--- src/rtl/core/pidc_pkg.sv ---
// pidc_pkg: shared types, widths and codes for the clamped PID controller.
// Used by pidc_div, pidc_dp, pidc_ctrl and pid_controller_clamped.
// No dependencies.
`timescale 1ns / 1ps
`default_nettype none

package pidc_pkg;

  // Field and register widths
  localparam int VAL_W      = 32;  // Q16.16 values, limits, drive
  localparam int GAIN_W     = 24;  // Q8.16 gains
  localparam int DT_W       = 16;  // Q0.16 interval
  localparam int ERR_W      = VAL_W + 1;
  localparam int DIFF_W     = ERR_W + 1;
  localparam int MAG_W      = ERR_W;          // |error difference| < 2^33
  localparam int Q_W        = MAG_W;          // divider quotient bits
  localparam int HI_W       = DT_W;           // dividend bits above the quotient window
  localparam int DIV_CNT_W  = 6;
  localparam int CFG_IDX_W  = 3;
  localparam int CFG_DATA_W = VAL_W;

  // Shared multiplier and rounding widths
  localparam int MA_W       = 41;             // multiplicand: error, increment, derivative
  localparam int MB_W       = GAIN_W + 1;     // multiplier: gain or zero-extended interval
  localparam int PROD_W     = 58;             // largest product magnitude is below 2^56
  localparam int FRAC_W     = 16;
  localparam int HALF_LSB   = 32768;
  localparam int RND_W      = MA_W;           // rounded Q.16 terms
  localparam int SUM_W      = 43;             // three-term sum before clamping

  // Configuration register indexes
  localparam logic [CFG_IDX_W-1:0] CFG_GAIN_P     = 3'd0;
  localparam logic [CFG_IDX_W-1:0] CFG_GAIN_I     = 3'd1;
  localparam logic [CFG_IDX_W-1:0] CFG_GAIN_D     = 3'd2;
  localparam logic [CFG_IDX_W-1:0] CFG_LIMIT_LOW  = 3'd3;
  localparam logic [CFG_IDX_W-1:0] CFG_LIMIT_HIGH = 3'd4;

  // Reset values of the configuration registers
  localparam logic signed [GAIN_W-1:0] GAIN_P_RST     = 24'sd58982;
  localparam logic signed [GAIN_W-1:0] GAIN_I_RST     = 24'sd117965;
  localparam logic signed [GAIN_W-1:0] GAIN_D_RST     = 24'sd0;
  localparam logic signed [VAL_W-1:0]  LIMIT_LOW_RST  = -32'sd6553600;
  localparam logic signed [VAL_W-1:0]  LIMIT_HIGH_RST = 32'sd6553600;

  // Shared multiplier operand selection
  localparam logic [1:0] MUL_ERR_GI = 2'd0;  // error * gain_i
  localparam logic [1:0] MUL_ERR_GP = 2'd1;  // error * gain_p
  localparam logic [1:0] MUL_INC_DT = 2'd2;  // rounded increment * interval
  localparam logic [1:0] MUL_DER_GD = 2'd3;  // derivative * gain_d

  typedef struct packed {
    logic signed [VAL_W-1:0] target;
    logic signed [VAL_W-1:0] measurement;
    logic [DT_W-1:0]         interval;
  } pidc_in_t;

  typedef struct packed {
    logic signed [VAL_W-1:0] drive;
    logic                    zero_interval;
  } pidc_out_t;

  // Controller to datapath commands
  typedef struct packed {
    logic       load_in;
    logic [1:0] mul_sel;
    logic       diff_load;
    logic       div_start;
    logic       save_p;
    logic       int_add;
    logic       int_clamp;
    logic       deriv_load;
    logic       sum_load;
    logic       out_load;
  } pidc_cmd_t;

  // Datapath to controller status
  typedef struct packed {
    logic div_busy;
    logic zero_dt;
  } pidc_sts_t;

endpackage

`default_nettype wire

--- src/rtl/core/pidc_div.sv ---
// pidc_div: restoring divider, one quotient bit per cycle, with early overflow check.
// Divides mag * 2^16 by the interval; quotient is Q_W bits.
// Depends on pidc_pkg.
`timescale 1ns / 1ps
`default_nettype none

module pidc_div (
  input  logic                         clk,
  input  logic                         rst_n,
  input  logic                         start,
  input  logic [pidc_pkg::MAG_W-1:0]   mag,
  input  logic [pidc_pkg::DT_W-1:0]    divisor,
  output logic                         busy,
  output logic                         ovf,
  output logic [pidc_pkg::Q_W-1:0]     quo
);
  import pidc_pkg::*;

  localparam int LO_W = MAG_W - HI_W;

  logic [DT_W-1:0]      rem_r, rem_nxt;
  logic [Q_W-1:0]       shq_r, shq_nxt;
  logic [DIV_CNT_W-1:0] cnt_r, cnt_nxt;
  logic                 busy_r, busy_nxt;
  logic                 ovf_r, ovf_nxt;
  logic [DT_W:0]        trial;
  logic [DT_W:0]        trial_sub;
  logic                 ge;

  // Trial subtract of the partial remainder with the next dividend bit
  assign trial     = {rem_r, shq_r[Q_W-1]};
  assign trial_sub = trial - {1'b0, divisor};
  assign ge        = (trial >= {1'b0, divisor});

  always_comb begin
    rem_nxt  = rem_r;
    shq_nxt  = shq_r;
    cnt_nxt  = cnt_r;
    busy_nxt = busy_r;
    ovf_nxt  = ovf_r;
    if (start) begin
      // High dividend bits already reach the divisor: quotient >= 2^Q_W
      ovf_nxt  = (mag[MAG_W-1 -: HI_W] >= divisor);
      busy_nxt = ~ovf_nxt;
      rem_nxt  = mag[MAG_W-1 -: HI_W];
      shq_nxt  = {mag[LO_W-1:0], {FRAC_W{1'b0}}};
      cnt_nxt  = DIV_CNT_W'(Q_W - 1);
    end else if (busy_r) begin
      rem_nxt = ge ? trial_sub[DT_W-1:0] : trial[DT_W-1:0];
      shq_nxt = {shq_r[Q_W-2:0], ge};
      cnt_nxt = cnt_r - 1'b1;
      if (cnt_r == '0) begin
        busy_nxt = 1'b0;
      end
    end
  end

  always_ff @(posedge clk) begin
    if (!rst_n) begin
      busy_r <= 1'b0;
    end else begin
      busy_r <= busy_nxt;
    end
  end

  always_ff @(posedge clk) begin
    rem_r <= rem_nxt;
    shq_r <= shq_nxt;
    cnt_r <= cnt_nxt;
    ovf_r <= ovf_nxt;
  end

  assign busy = busy_r;
  assign ovf  = ovf_r;
  assign quo  = shq_r;

endmodule

`default_nettype wire

--- src/rtl/core/pidc_dp.sv ---
// pidc_dp: datapath of the clamped PID controller: configuration registers, state,
// shared multiplier with rounding stage, divider, clamps and output register.
// Depends on pidc_pkg and pidc_div.
`timescale 1ns / 1ps
`default_nettype none

module pidc_dp (
  input  logic                              clk,
  input  logic                              rst_n,
  input  pidc_pkg::pidc_cmd_t               cmd,
  output pidc_pkg::pidc_sts_t               sts,
  input  pidc_pkg::pidc_in_t                in_data,
  input  logic                              cfg_we,
  input  logic [pidc_pkg::CFG_IDX_W-1:0]    cfg_index,
  input  logic [pidc_pkg::CFG_DATA_W-1:0]   cfg_data,
  output pidc_pkg::pidc_out_t               out_data
);
  import pidc_pkg::*;

  localparam logic signed [VAL_W-1:0] VAL_MAX = 32'sh7FFF_FFFF;
  localparam logic signed [VAL_W-1:0] VAL_MIN = 32'sh8000_0000;

  // Configuration
  logic signed [GAIN_W-1:0] gain_p_r, gain_i_r, gain_d_r;
  logic signed [VAL_W-1:0]  lim_lo_r, lim_hi_r;

  // Controller state
  logic signed [VAL_W-1:0]  integ_r;
  logic signed [ERR_W-1:0]  last_err_r;

  // Per-item working registers
  logic signed [ERR_W-1:0]  err_r;
  logic [DT_W-1:0]          dt_r;
  logic                     zdt_r;
  logic signed [DIFF_W-1:0] diff_r;
  logic [MAG_W-1:0]         mag_r;
  logic signed [PROD_W-1:0] mul_r;
  logic signed [RND_W-1:0]  rnd_r;
  logic signed [RND_W-1:0]  p_r;
  logic signed [SUM_W-1:0]  isum_r;
  logic signed [VAL_W-1:0]  deriv_r;
  logic signed [SUM_W-1:0]  sum_r;
  pidc_out_t                out_r;

  logic signed [MA_W-1:0]       mul_a;
  logic signed [MB_W-1:0]       mul_b;
  logic signed [MA_W+MB_W-1:0]  prod_full;
  logic signed [PROD_W-1:0]     rnd_sum;
  logic signed [PROD_W-1:0]     rnd_shift;
  logic [DIFF_W-1:0]            mag_full;
  logic signed [VAL_W-1:0]      deriv_nxt;
  logic                         div_busy, div_ovf;
  logic [Q_W-1:0]               div_quo;
  logic                         diff_neg;

  // Upper clamp first, then lower, so the lower limit wins when crossed
  function automatic logic signed [VAL_W-1:0] clamp_val(
    input logic signed [SUM_W-1:0] v,
    input logic signed [VAL_W-1:0] lo,
    input logic signed [VAL_W-1:0] hi
  );
    logic signed [SUM_W-1:0] lo_x;
    logic signed [SUM_W-1:0] hi_x;
    logic signed [SUM_W-1:0] r;
    lo_x = {{(SUM_W-VAL_W){lo[VAL_W-1]}}, lo};
    hi_x = {{(SUM_W-VAL_W){hi[VAL_W-1]}}, hi};
    r = v;
    if (r > hi_x) r = hi_x;
    if (r < lo_x) r = lo_x;
    return r[VAL_W-1:0];
  endfunction

  // Configuration writes; unknown indexes are dropped
  always_ff @(posedge clk) begin
    if (!rst_n) begin
      gain_p_r <= GAIN_P_RST;
      gain_i_r <= GAIN_I_RST;
      gain_d_r <= GAIN_D_RST;
      lim_lo_r <= LIMIT_LOW_RST;
      lim_hi_r <= LIMIT_HIGH_RST;
    end else if (cfg_we) begin
      unique case (cfg_index)
        CFG_GAIN_P:     gain_p_r <= cfg_data[GAIN_W-1:0];
        CFG_GAIN_I:     gain_i_r <= cfg_data[GAIN_W-1:0];
        CFG_GAIN_D:     gain_d_r <= cfg_data[GAIN_W-1:0];
        CFG_LIMIT_LOW:  lim_lo_r <= cfg_data[VAL_W-1:0];
        CFG_LIMIT_HIGH: lim_hi_r <= cfg_data[VAL_W-1:0];
        default: ;
      endcase
    end
  end

  // Shared multiplier operand select
  always_comb begin
    unique case (cmd.mul_sel)
      MUL_ERR_GI: begin
        mul_a = {{(MA_W-ERR_W){err_r[ERR_W-1]}}, err_r};
        mul_b = {gain_i_r[GAIN_W-1], gain_i_r};
      end
      MUL_ERR_GP: begin
        mul_a = {{(MA_W-ERR_W){err_r[ERR_W-1]}}, err_r};
        mul_b = {gain_p_r[GAIN_W-1], gain_p_r};
      end
      MUL_INC_DT: begin
        mul_a = rnd_r;
        mul_b = {{(MB_W-DT_W){1'b0}}, dt_r};
      end
      MUL_DER_GD: begin
        mul_a = {{(MA_W-VAL_W){deriv_r[VAL_W-1]}}, deriv_r};
        mul_b = {gain_d_r[GAIN_W-1], gain_d_r};
      end
      default: begin
        mul_a = '0;
        mul_b = '0;
      end
    endcase
  end

  assign prod_full = mul_a * mul_b;

  // Round Q.32 to Q.16, half up
  assign rnd_sum   = mul_r + PROD_W'(HALF_LSB);
  assign rnd_shift = rnd_sum >>> FRAC_W;

  // Magnitude of the error difference for the divider
  assign diff_neg = diff_r[DIFF_W-1];
  assign mag_full = diff_neg ? -diff_r : diff_r;

  // Derivative: zero for a zero interval, else sign the quotient and saturate to 32 bits
  always_comb begin
    if (zdt_r) begin
      deriv_nxt = '0;
    end else if (div_ovf) begin
      deriv_nxt = diff_neg ? VAL_MIN : VAL_MAX;
    end else if (!diff_neg) begin
      deriv_nxt = (div_quo > {1'b0, VAL_MAX}) ? VAL_MAX : div_quo[VAL_W-1:0];
    end else begin
      deriv_nxt = (div_quo > {1'b0, VAL_MIN}) ? VAL_MIN : VAL_W'(-div_quo);
    end
  end

  pidc_div u_div (
    .clk     (clk),
    .rst_n   (rst_n),
    .start   (cmd.div_start),
    .mag     (mag_r),
    .divisor (dt_r),
    .busy    (div_busy),
    .ovf     (div_ovf),
    .quo     (div_quo)
  );

  // Integrator and last error
  always_ff @(posedge clk) begin
    if (!rst_n) begin
      integ_r    <= '0;
      last_err_r <= '0;
    end else begin
      if (cmd.int_clamp) integ_r <= clamp_val(isum_r, lim_lo_r, lim_hi_r);
      if (cmd.diff_load) last_err_r <= err_r;
    end
  end

  // Working registers
  always_ff @(posedge clk) begin
    if (cmd.load_in) begin
      err_r <= {in_data.target[VAL_W-1], in_data.target}
             - {in_data.measurement[VAL_W-1], in_data.measurement};
      dt_r  <= in_data.interval;
      zdt_r <= (in_data.interval == '0);
    end
    if (cmd.diff_load) begin
      diff_r <= {err_r[ERR_W-1], err_r} - {last_err_r[ERR_W-1], last_err_r};
    end
    mag_r <= mag_full[MAG_W-1:0];
    mul_r <= prod_full[PROD_W-1:0];
    rnd_r <= rnd_shift[RND_W-1:0];
    if (cmd.save_p) p_r <= rnd_r;
    if (cmd.int_add) begin
      isum_r <= {{(SUM_W-VAL_W){integ_r[VAL_W-1]}}, integ_r}
              + {{(SUM_W-RND_W){rnd_r[RND_W-1]}}, rnd_r};
    end
    if (cmd.deriv_load) deriv_r <= deriv_nxt;
    if (cmd.sum_load) begin
      sum_r <= {{(SUM_W-RND_W){p_r[RND_W-1]}}, p_r}
             + {{(SUM_W-VAL_W){integ_r[VAL_W-1]}}, integ_r}
             + {{(SUM_W-RND_W){rnd_r[RND_W-1]}}, rnd_r};
    end
    if (cmd.out_load) begin
      out_r.drive         <= clamp_val(sum_r, lim_lo_r, lim_hi_r);
      out_r.zero_interval <= zdt_r;
    end
  end

  assign sts.div_busy = div_busy;
  assign sts.zero_dt  = zdt_r;
  assign out_data     = out_r;

endmodule

`default_nettype wire

--- src/rtl/core/pidc_ctrl.sv ---
// pidc_ctrl: sequencing state machine of the clamped PID controller.
// Drives datapath commands and both handshakes; holds the result valid flag.
// Depends on pidc_pkg.
`timescale 1ns / 1ps
`default_nettype none

module pidc_ctrl (
  input  logic                  clk,
  input  logic                  rst_n,
  input  logic                  in_valid,
  output logic                  in_ready,
  output logic                  out_valid,
  input  logic                  out_ready,
  output pidc_pkg::pidc_cmd_t   cmd,
  input  pidc_pkg::pidc_sts_t   sts
);
  import pidc_pkg::*;

  localparam logic [3:0] S_IDLE  = 4'd0;
  localparam logic [3:0] S_MI    = 4'd1;   // error * gain_i
  localparam logic [3:0] S_MP    = 4'd2;   // error * gain_p
  localparam logic [3:0] S_MD    = 4'd3;   // increment * interval, divider start
  localparam logic [3:0] S_SAVEP = 4'd4;
  localparam logic [3:0] S_IADD  = 4'd5;
  localparam logic [3:0] S_ICLMP = 4'd6;
  localparam logic [3:0] S_DIV   = 4'd7;   // wait for the divider
  localparam logic [3:0] S_DSAT  = 4'd8;
  localparam logic [3:0] S_MDD   = 4'd9;   // derivative * gain_d
  localparam logic [3:0] S_RND   = 4'd10;
  localparam logic [3:0] S_SUM   = 4'd11;
  localparam logic [3:0] S_OUT   = 4'd12;

  logic [3:0] state_r, state_nxt;
  logic       out_valid_r, out_valid_nxt;

  always_comb begin
    state_nxt = state_r;
    cmd       = '0;
    cmd.mul_sel = MUL_ERR_GI;
    unique case (state_r)
      S_IDLE: begin
        if (in_valid) begin
          cmd.load_in = 1'b1;
          state_nxt   = S_MI;
        end
      end
      S_MI: begin
        cmd.mul_sel   = MUL_ERR_GI;
        cmd.diff_load = 1'b1;
        state_nxt     = S_MP;
      end
      S_MP: begin
        cmd.mul_sel = MUL_ERR_GP;
        state_nxt   = S_MD;
      end
      S_MD: begin
        cmd.mul_sel   = MUL_INC_DT;
        cmd.div_start = ~sts.zero_dt;
        state_nxt     = S_SAVEP;
      end
      S_SAVEP: begin
        cmd.save_p = 1'b1;
        state_nxt  = S_IADD;
      end
      S_IADD: begin
        cmd.int_add = 1'b1;
        state_nxt   = S_ICLMP;
      end
      S_ICLMP: begin
        cmd.int_clamp = 1'b1;
        state_nxt     = S_DIV;
      end
      S_DIV: begin
        if (!sts.div_busy) state_nxt = S_DSAT;
      end
      S_DSAT: begin
        cmd.deriv_load = 1'b1;
        state_nxt      = S_MDD;
      end
      S_MDD: begin
        cmd.mul_sel = MUL_DER_GD;
        state_nxt   = S_RND;
      end
      S_RND: begin
        state_nxt = S_SUM;
      end
      S_SUM: begin
        cmd.sum_load = 1'b1;
        state_nxt    = S_OUT;
      end
      S_OUT: begin
        // Load the output register once it is empty or being drained
        if (!out_valid_r || out_ready) begin
          cmd.out_load = 1'b1;
          state_nxt    = S_IDLE;
        end
      end
      default: state_nxt = S_IDLE;
    endcase
  end

  // Result valid flag
  always_comb begin
    if (cmd.out_load) begin
      out_valid_nxt = 1'b1;
    end else if (out_ready) begin
      out_valid_nxt = 1'b0;
    end else begin
      out_valid_nxt = out_valid_r;
    end
  end

  always_ff @(posedge clk) begin
    if (!rst_n) begin
      state_r     <= S_IDLE;
      out_valid_r <= 1'b0;
    end else begin
      state_r     <= state_nxt;
      out_valid_r <= out_valid_nxt;
    end
  end

  assign in_ready  = (state_r == S_IDLE);
  assign out_valid = out_valid_r;

endmodule

`default_nettype wire

--- src/rtl/core/pid_controller_clamped.sv ---
// pid_controller_clamped: fixed-point PID controller with clamped integrator and drive.
// Top level; joins the pidc_ctrl state machine and the pidc_dp datapath.
// Depends on pidc_pkg, pidc_ctrl, pidc_dp.
//
// Usage:
//   Input channel (in_valid/in_ready/in_data): setpoint and measurement in Q16.16 and
//   the elapsed interval in Q0.16 seconds. Result channel (out_valid/out_ready/
//   out_data): clamped drive in Q16.16 and a flag set when the interval was zero.
//   Configuration port (cfg_we/cfg_index/cfg_data): gains and limits, one write per
//   cycle with no wait; write only while no item is in flight.
//   The time from input transfer to out_valid is set mostly by the bit-serial divider
//   for the derivative, 33 quotient bits at one per cycle, plus the four passes through
//   the single shared multiplier; it is shorter when the interval is zero or the
//   divider sees at start that the derivative saturates.
//   One item is processed at a time. A finished result sits in the output register,
//   and the next item is taken while it waits; if the receiver still stalls when the
//   following result is ready, that item holds in the last step until out_ready.
//   Reset (synchronous, rst_n low) clears the integrator and last error, restores the
//   default gains and limits, and empties the output register.
`timescale 1ns / 1ps
`default_nettype none

module pid_controller_clamped (
  input  logic                              clk,
  input  logic                              rst_n,
  input  logic                              in_valid,
  output logic                              in_ready,
  input  pidc_pkg::pidc_in_t                in_data,
  output logic                              out_valid,
  input  logic                              out_ready,
  output pidc_pkg::pidc_out_t               out_data,
  input  logic                              cfg_we,
  input  logic [pidc_pkg::CFG_IDX_W-1:0]    cfg_index,
  input  logic [pidc_pkg::CFG_DATA_W-1:0]   cfg_data
);
  import pidc_pkg::*;

  pidc_cmd_t cmd;
  pidc_sts_t sts;

  pidc_ctrl u_ctrl (
    .clk       (clk),
    .rst_n     (rst_n),
    .in_valid  (in_valid),
    .in_ready  (in_ready),
    .out_valid (out_valid),
    .out_ready (out_ready),
    .cmd       (cmd),
    .sts       (sts)
  );

  pidc_dp u_dp (
    .clk       (clk),
    .rst_n     (rst_n),
    .cmd       (cmd),
    .sts       (sts),
    .in_data   (in_data),
    .cfg_we    (cfg_we),
    .cfg_index (cfg_index),
    .cfg_data  (cfg_data),
    .out_data  (out_data)
  );

endmodule

`default_nettype wire
--- config.mk ---
export PLATFORM = sky130hd
export DESIGN_NAME = pid_controller_clamped
export DESIGN_NICKNAME = d
export VERILOG_FILES = /design/src/rtl/core/pidc_pkg.sv /design/src/rtl/core/pidc_div.sv /design/src/rtl/core/pidc_dp.sv /design/src/rtl/core/pidc_ctrl.sv /design/src/rtl/core/pid_controller_clamped.sv
export SDC_FILE = /design/constraint.sdc
export NUM_CORES = 2
export LEC_CHECK = 0
export BUFFER_PORTS_ARGS = -buffer_cell sky130_fd_sc_hd__buf_2
export CAP_MARGIN = 15
export CORE_ASPECT_RATIO = 1.2
export CORE_MARGIN = 2
export CORE_UTILIZATION = 60
export DETAILED_ROUTE_END_ITERATION = 10
export GPL_TIMING_DRIVEN = 0
export PLACE_DENSITY = 0.8
export SETUP_SLACK_MARGIN = 0.02
export SYNTH_ARGS = -nofsm -noshare
export SYNTH_HDL_FRONTEND = slang
export SYNTH_SLANG_ARGS = --single-unit
--- constraint.sdc ---
create_clock -name clk -period 10.1 [get_ports clk]
set_input_delay 1.01 -clock clk [delete_from_list [all_inputs] [get_ports clk]]
set_output_delay 1.01 -clock clk [all_outputs]
set_load 0.02 [all_outputs]
# Yosys cells after proc, flatten, opt, wreduce, memory -nomap -nowiden
# Cells that the tools add are included.
# totals
reg_bits	670
elab_cells	128
# classes
addsub	10
multipliers	1
magnitude_cmp	8
n_eq_ne	22
muxes	41
bitwise	2
n_reduce_logical	16
# ops
op	n
32-bit two-way mux	7
43-bit two-way mux	5
41-bit case mux with 3 select lines	1
25-bit case mux with 4 select lines	1
33-bit two-way mux	3
43-bit by 32-bit > comparator with 1-bit output	2
43-bit by 32-bit < comparator with 1-bit output	2
57-bit by 17-bit adder with 57-bit output (second input constant)	1
41-bit by 25-bit multiplier with 57-bit output	1
4-bit case mux with 13 select lines	1
16-bit two-way mux	3
42-bit by 41-bit adder with 43-bit output	1
32-bit by 41-bit adder with 42-bit output	1
41-bit by 32-bit adder with 42-bit output	1
33-bit by 33-bit subtractor with 34-bit output	1
33-bit by 31-bit > comparator with 1-bit output (second input constant)	1
33-bit by 32-bit > comparator with 1-bit output (second input constant)	1
33-bit negator	1
32-bit by 32-bit subtractor with 33-bit output	1
32-bit negator	1
4-bit == test (second input constant)	5
17-bit by 16-bit greater-or-equal comparator with 1-bit output	1
4-bit by 3-bit == test with 1-bit output (second input constant)	4
16-bit greater-or-equal comparator	1
26 further kinds	53

# Longest topological paths before layout
# depth
word_depth	7
mapped_depth	38
ltp_nobuf	32

# Hierarchy
# From an unflattened synthesis, not the netlist that was laid out.
# hier_totals
hier_cells	7598
area_unflattened_um2	70073.5
# by_module_without_submodules
module	n_inst	cells_each	area_each_um2	seq_area_each_um2
pidc_dp	1	7170	65890.7	14604.0
pidc_div	1	379	3813.7	1481.4
pidc_ctrl	1	49	369.1	100.1

# Worst setup path after synthesis
# No wires, ideal clock.
# synth_path
path_type	reg-to-reg
start	reg u_ctrl.state_r[2]
end	reg u_dp.mul_r[55]
setup_time_ps	72
t_arrival_ps	8721
t_required_ps	10028
path_slack_ps	1307
path_stages_with_launch	35
n_path_buf	7
synth_period_minus_slack_ps	8793
cell_sequence	dfxtp_1 -> clkbuf_1 -> and4bb_2 -> clkbuf_1 -> clkbuf_1 -> buf_1 -> buf_1 -> nand2_1 -> nand4_1 -> clkbuf_1 -> nand2_1 -> fa_1 -> fa_1 -> inv_1 -> fa_1 -> fa_1 -> fa_1 -> fa_1 -> inv_1 -> fa_1 -> inv_1 -> ha_1 -> clkbuf_1 -> a21o_1 -> a21o_1 -> a21oi_1 -> o21a_1 -> o21ai_0 -> a21o_1 -> a21o_1 -> a21o_1 -> a21o_1 -> a31o_2 -> a21oi_1 -> xnor2_1
# synth_via
elab_chain_cells	6
word_cells_on_any_way	12
# synth_lines
element	line	source
start: declaration	pidc_ctrl.sv:33	logic [3:0] state_r, state_nxt;
start signal: assignment	pidc_ctrl.sv:118	state_r <= state_nxt;
4-bit == test / 4-bit by 2-bit == test with 1-bit output (equally long branches)	pidc_ctrl.sv:40	unique case (state_r)
2-bit case mux with 3 select lines (*)	pidc_ctrl.sv:40	
2-bit by 1-bit == test with 1-bit output / 2-bit zero test (equally long branches)	pidc_dp.sv:95	unique case (cmd.mul_sel)
2-bit OR reduction (no source line)	-	
41-bit case mux with 3 select lines	pidc_dp.sv:95	
41-bit by 25-bit multiplier with 57-bit output (*)	pidc_dp.sv:119	assign prod_full = mul_a * mul_b;
named net u_dp.prod_full[55]	pidc_dp.sv:47	logic signed [MA_W+MB_W-1:0] prod_full;
end signal: assignment	pidc_dp.sv:176	mul_r <= prod_full[PROD_W-1:0];
end: declaration	pidc_dp.sv:37	logic signed [PROD_W-1:0] mul_r;
# Mark *: on every way through the listed nets, which the timed path passes. The rest lies on a longest branch.
# A chain may end at the register's enable or synchronous reset.

# Worst setup path after layout
# layout_path
start	reg u_ctrl.state_r[3]
end	reg u_dp.mul_r[50]
# Same word-level chain as after synthesis.

==> impl_metrics.ini <==
[setup_path]
crit_top_cell = fa_1
worst_path_max_delay_cell = and2_1
cp-end-kind = flip-flop
critical_path_class = flip-flop to flip-flop
critical_path_buf_inv_count = 8
slowest_delay_ns = 0.69
cp_data_arrival_time_ns = 10.65
crit_fanout = 10
required_ns = 10.74
crit_family = adder cells
cp-start-kind = flip-flop
r2r_setup_slack_ns = 0.08

[layout]
final_nets = 9559
drive_above_1_share = 0.0794
fillerInstances = 9448
syn2layout_area_growth_pct = 9.10
fin_util = 0.658

[detailed_routing]
post_drt_via_cell_ratio = 6.09
postRouteAntennaNets = 0
dr.pass1.iters = 9
vias = 58218
wire_per_inst_um = 27.3
drt-initial-drc-count = 5327
routed_wl_um = 261000
drc = 0

[cts]
clk_latency_ns = 0.73
clk_path_buf_depth = 3
cts_root_buffer = clkbuf_16
cts_hold_buf = 0
cts_buffers = 72
path_clk_slew_ns = 0.06
tritoncts = built
cts.sinks = 654
htreeDepth = 3

[yosys]
syn_nets = 9296
synth.most_common_cell = inv_1
ys.warnings.count = 0
syn_avg_cell_area_sq_um = 9.09
netlist_area_sq_mm = 0.0700
yosysUniqueCellTypes = 90
netlist.area_leader.share = 0.276
synth.area.top_cells = fa_1, edfxtp_1, dfxtp_1, ha_1, inv_1
ys.flop_type = dfxtp_1
syn_inst = 7697
async_flop_share = 0
synth_area_leader_cell = fa_1
synth_seq_cells = 654
ys_seq_area_frac = 0.231
synth_edf_count = 309
ys_top_cells_by_count = inv_1, nand2_1, fa_1

[timing]
finalMaxSlewViolations = 0
worst_hold_slack_ns = 0.410
period_share = 0.992
finalSetupViolations = 0
maxSlewHeadroom = 0.0728
tightestPinTransition_ns = 1.39
skew_ns = 0.0576
fin_crit_ns = 10.02
max_freq_mhz = 99.8
finalHoldViolCount = 0

[floorplan]
ios = 155
coreArea_sq_mm = 0.116
die_area_sq_mm = 0.119
start_util = 0.603
die_w_um = 316
row_count = 137
die_h_um = 378

[global_route]
grt_pass1_vias = 60447
grt_use_total = 0.445
antenna_found_initial = 11
grt_max_degree = 44
overflow = 0
grt_pass1_wl_um = 383000

[place]
place_congestion = 1.04
place_hpwl_um = 216000
port_buffers = 154

[worst_hold_path]
min_path_type = flip-flop to flip-flop

[run]
max_cap_violations = 0

[status]
outcome = completed
==> what timing repair did <==
action | 4_1_cts | 5_1_grt
endpoints found under the setup margin | 42 | 23
pin swaps | 3 | 1
gates resized for setup | 172 | 77
buffers inserted | 11 | 10
==> cell families (layout without fill, tap and decap cells) <==
logic type,Yosys count,count (layout),synth area share
xor+xnor,267,267,0.0334
fa+ha+maj,1479,1479,0.368
buf+inv,1592,1915,0.0863
compound gates,1108,1108,0.106
other cells,0,8,0
flops,654,654,0.231
simple gates,2471,2471,0.155
mux,126,126,0.0192
==> layout by cell type (no fill, tap or decap), types with 188 or more instances in the layout <==
master,count
xnor2_1,206
fa_1,965
a21oi_1,249
inv_1,1249
dfxtp_1,345
edfxtp_1,309
clkbuf_1,188
nor2_1,810
ha_1,513
nand2_1,1050
==> final cells by class <==
class / instances / area (sq um) / area share
plain buffers: 325 / 1540 / 0.0202
flip-flops and latches: 654 / 16200 / 0.212
clock buffers: 98 / 2120 / 0.0277
multi-input cells: 5451 / 48000 / 0.629
repair buffers: 203 / 1380 / 0.0181
inverters: 1253 / 4710 / 0.0617
diodes: 8 / 20.0 / 0.000262
clock inverters: 36 / 478 / 0.00626
well taps: 1529 / 1910 / 0.0251
==> path summary, 6_finish.rpt <==
| kind | startpoint | to | depth (start not counted) |
|---|---|---|---|
| worst max-delay path | u_ctrl.state_r[3] | u_dp.mul_r[50] | 30 |
| worst max register to register | u_ctrl.state_r[3] | u_dp.mul_r[50] | 30 |
| worst min-delay path | u_dp.diff_r[0] | u_dp.mag_r[0] | 0 |
| worst min register to register | u_dp.diff_r[0] | u_dp.mag_r[0] | 0 |
==> registers in the layout, summed over array words and instances, names as in the netlist, 32 cells and up <==
register,cells
u_dp.deriv_r,32
u_dp.diff_r,34
u_dp.err_r,33
u_dp.integ_r,32
u_dp.isum_r,42
u_dp.last_err_r,33
u_dp.lim_hi_r,32
u_dp.lim_lo_r,32
u_dp.mag_r,33
u_dp.mul_r,42
u_dp.out_data,33
u_dp.p_r,41
u_dp.rnd_r,41
u_dp.sum_r,43
u_dp.u_div.quo,33
==> per-stage QoR <==
step / setup slack, ns / instance area [sq um] / setup TNS [ns] / cells
global route: -0.0380 / 76300 / -0.0380 / 9549
detailed placement: -2.97 / 73100 / -86.88 / 9408
finish: 0.0827 / 76300 / 0 / 9557
floorplan: 1.31 / 70000 / 0 / 7697
CTS: 0.0288 / 76100 / 0 / 9542
global placement: -2.95 / 72700 / -149.32 / 9380
==> per-layer routing <==
| layer | routed length [um] | share of wire | track usage | vias to the layer above |
|---|---|---|---|---|
| met2 | 120000 | 0.46 | 0.713 | 3001 |
| met4 | 27500 | 0.11 | 0.385 | 8 |
| li1 | - | - | - | 25314 |
| met1 | 89200 | 0.34 | 0.497 | 28914 |
| met3 | 24400 | 0.094 | 0.110 | 981 |
| met5 | 49 | 0.00019 | 0 | - |
Power is left out: the tool's default activity adds up to more than one toggle a clock period on the data nets, which glitch-free logic cannot reach.
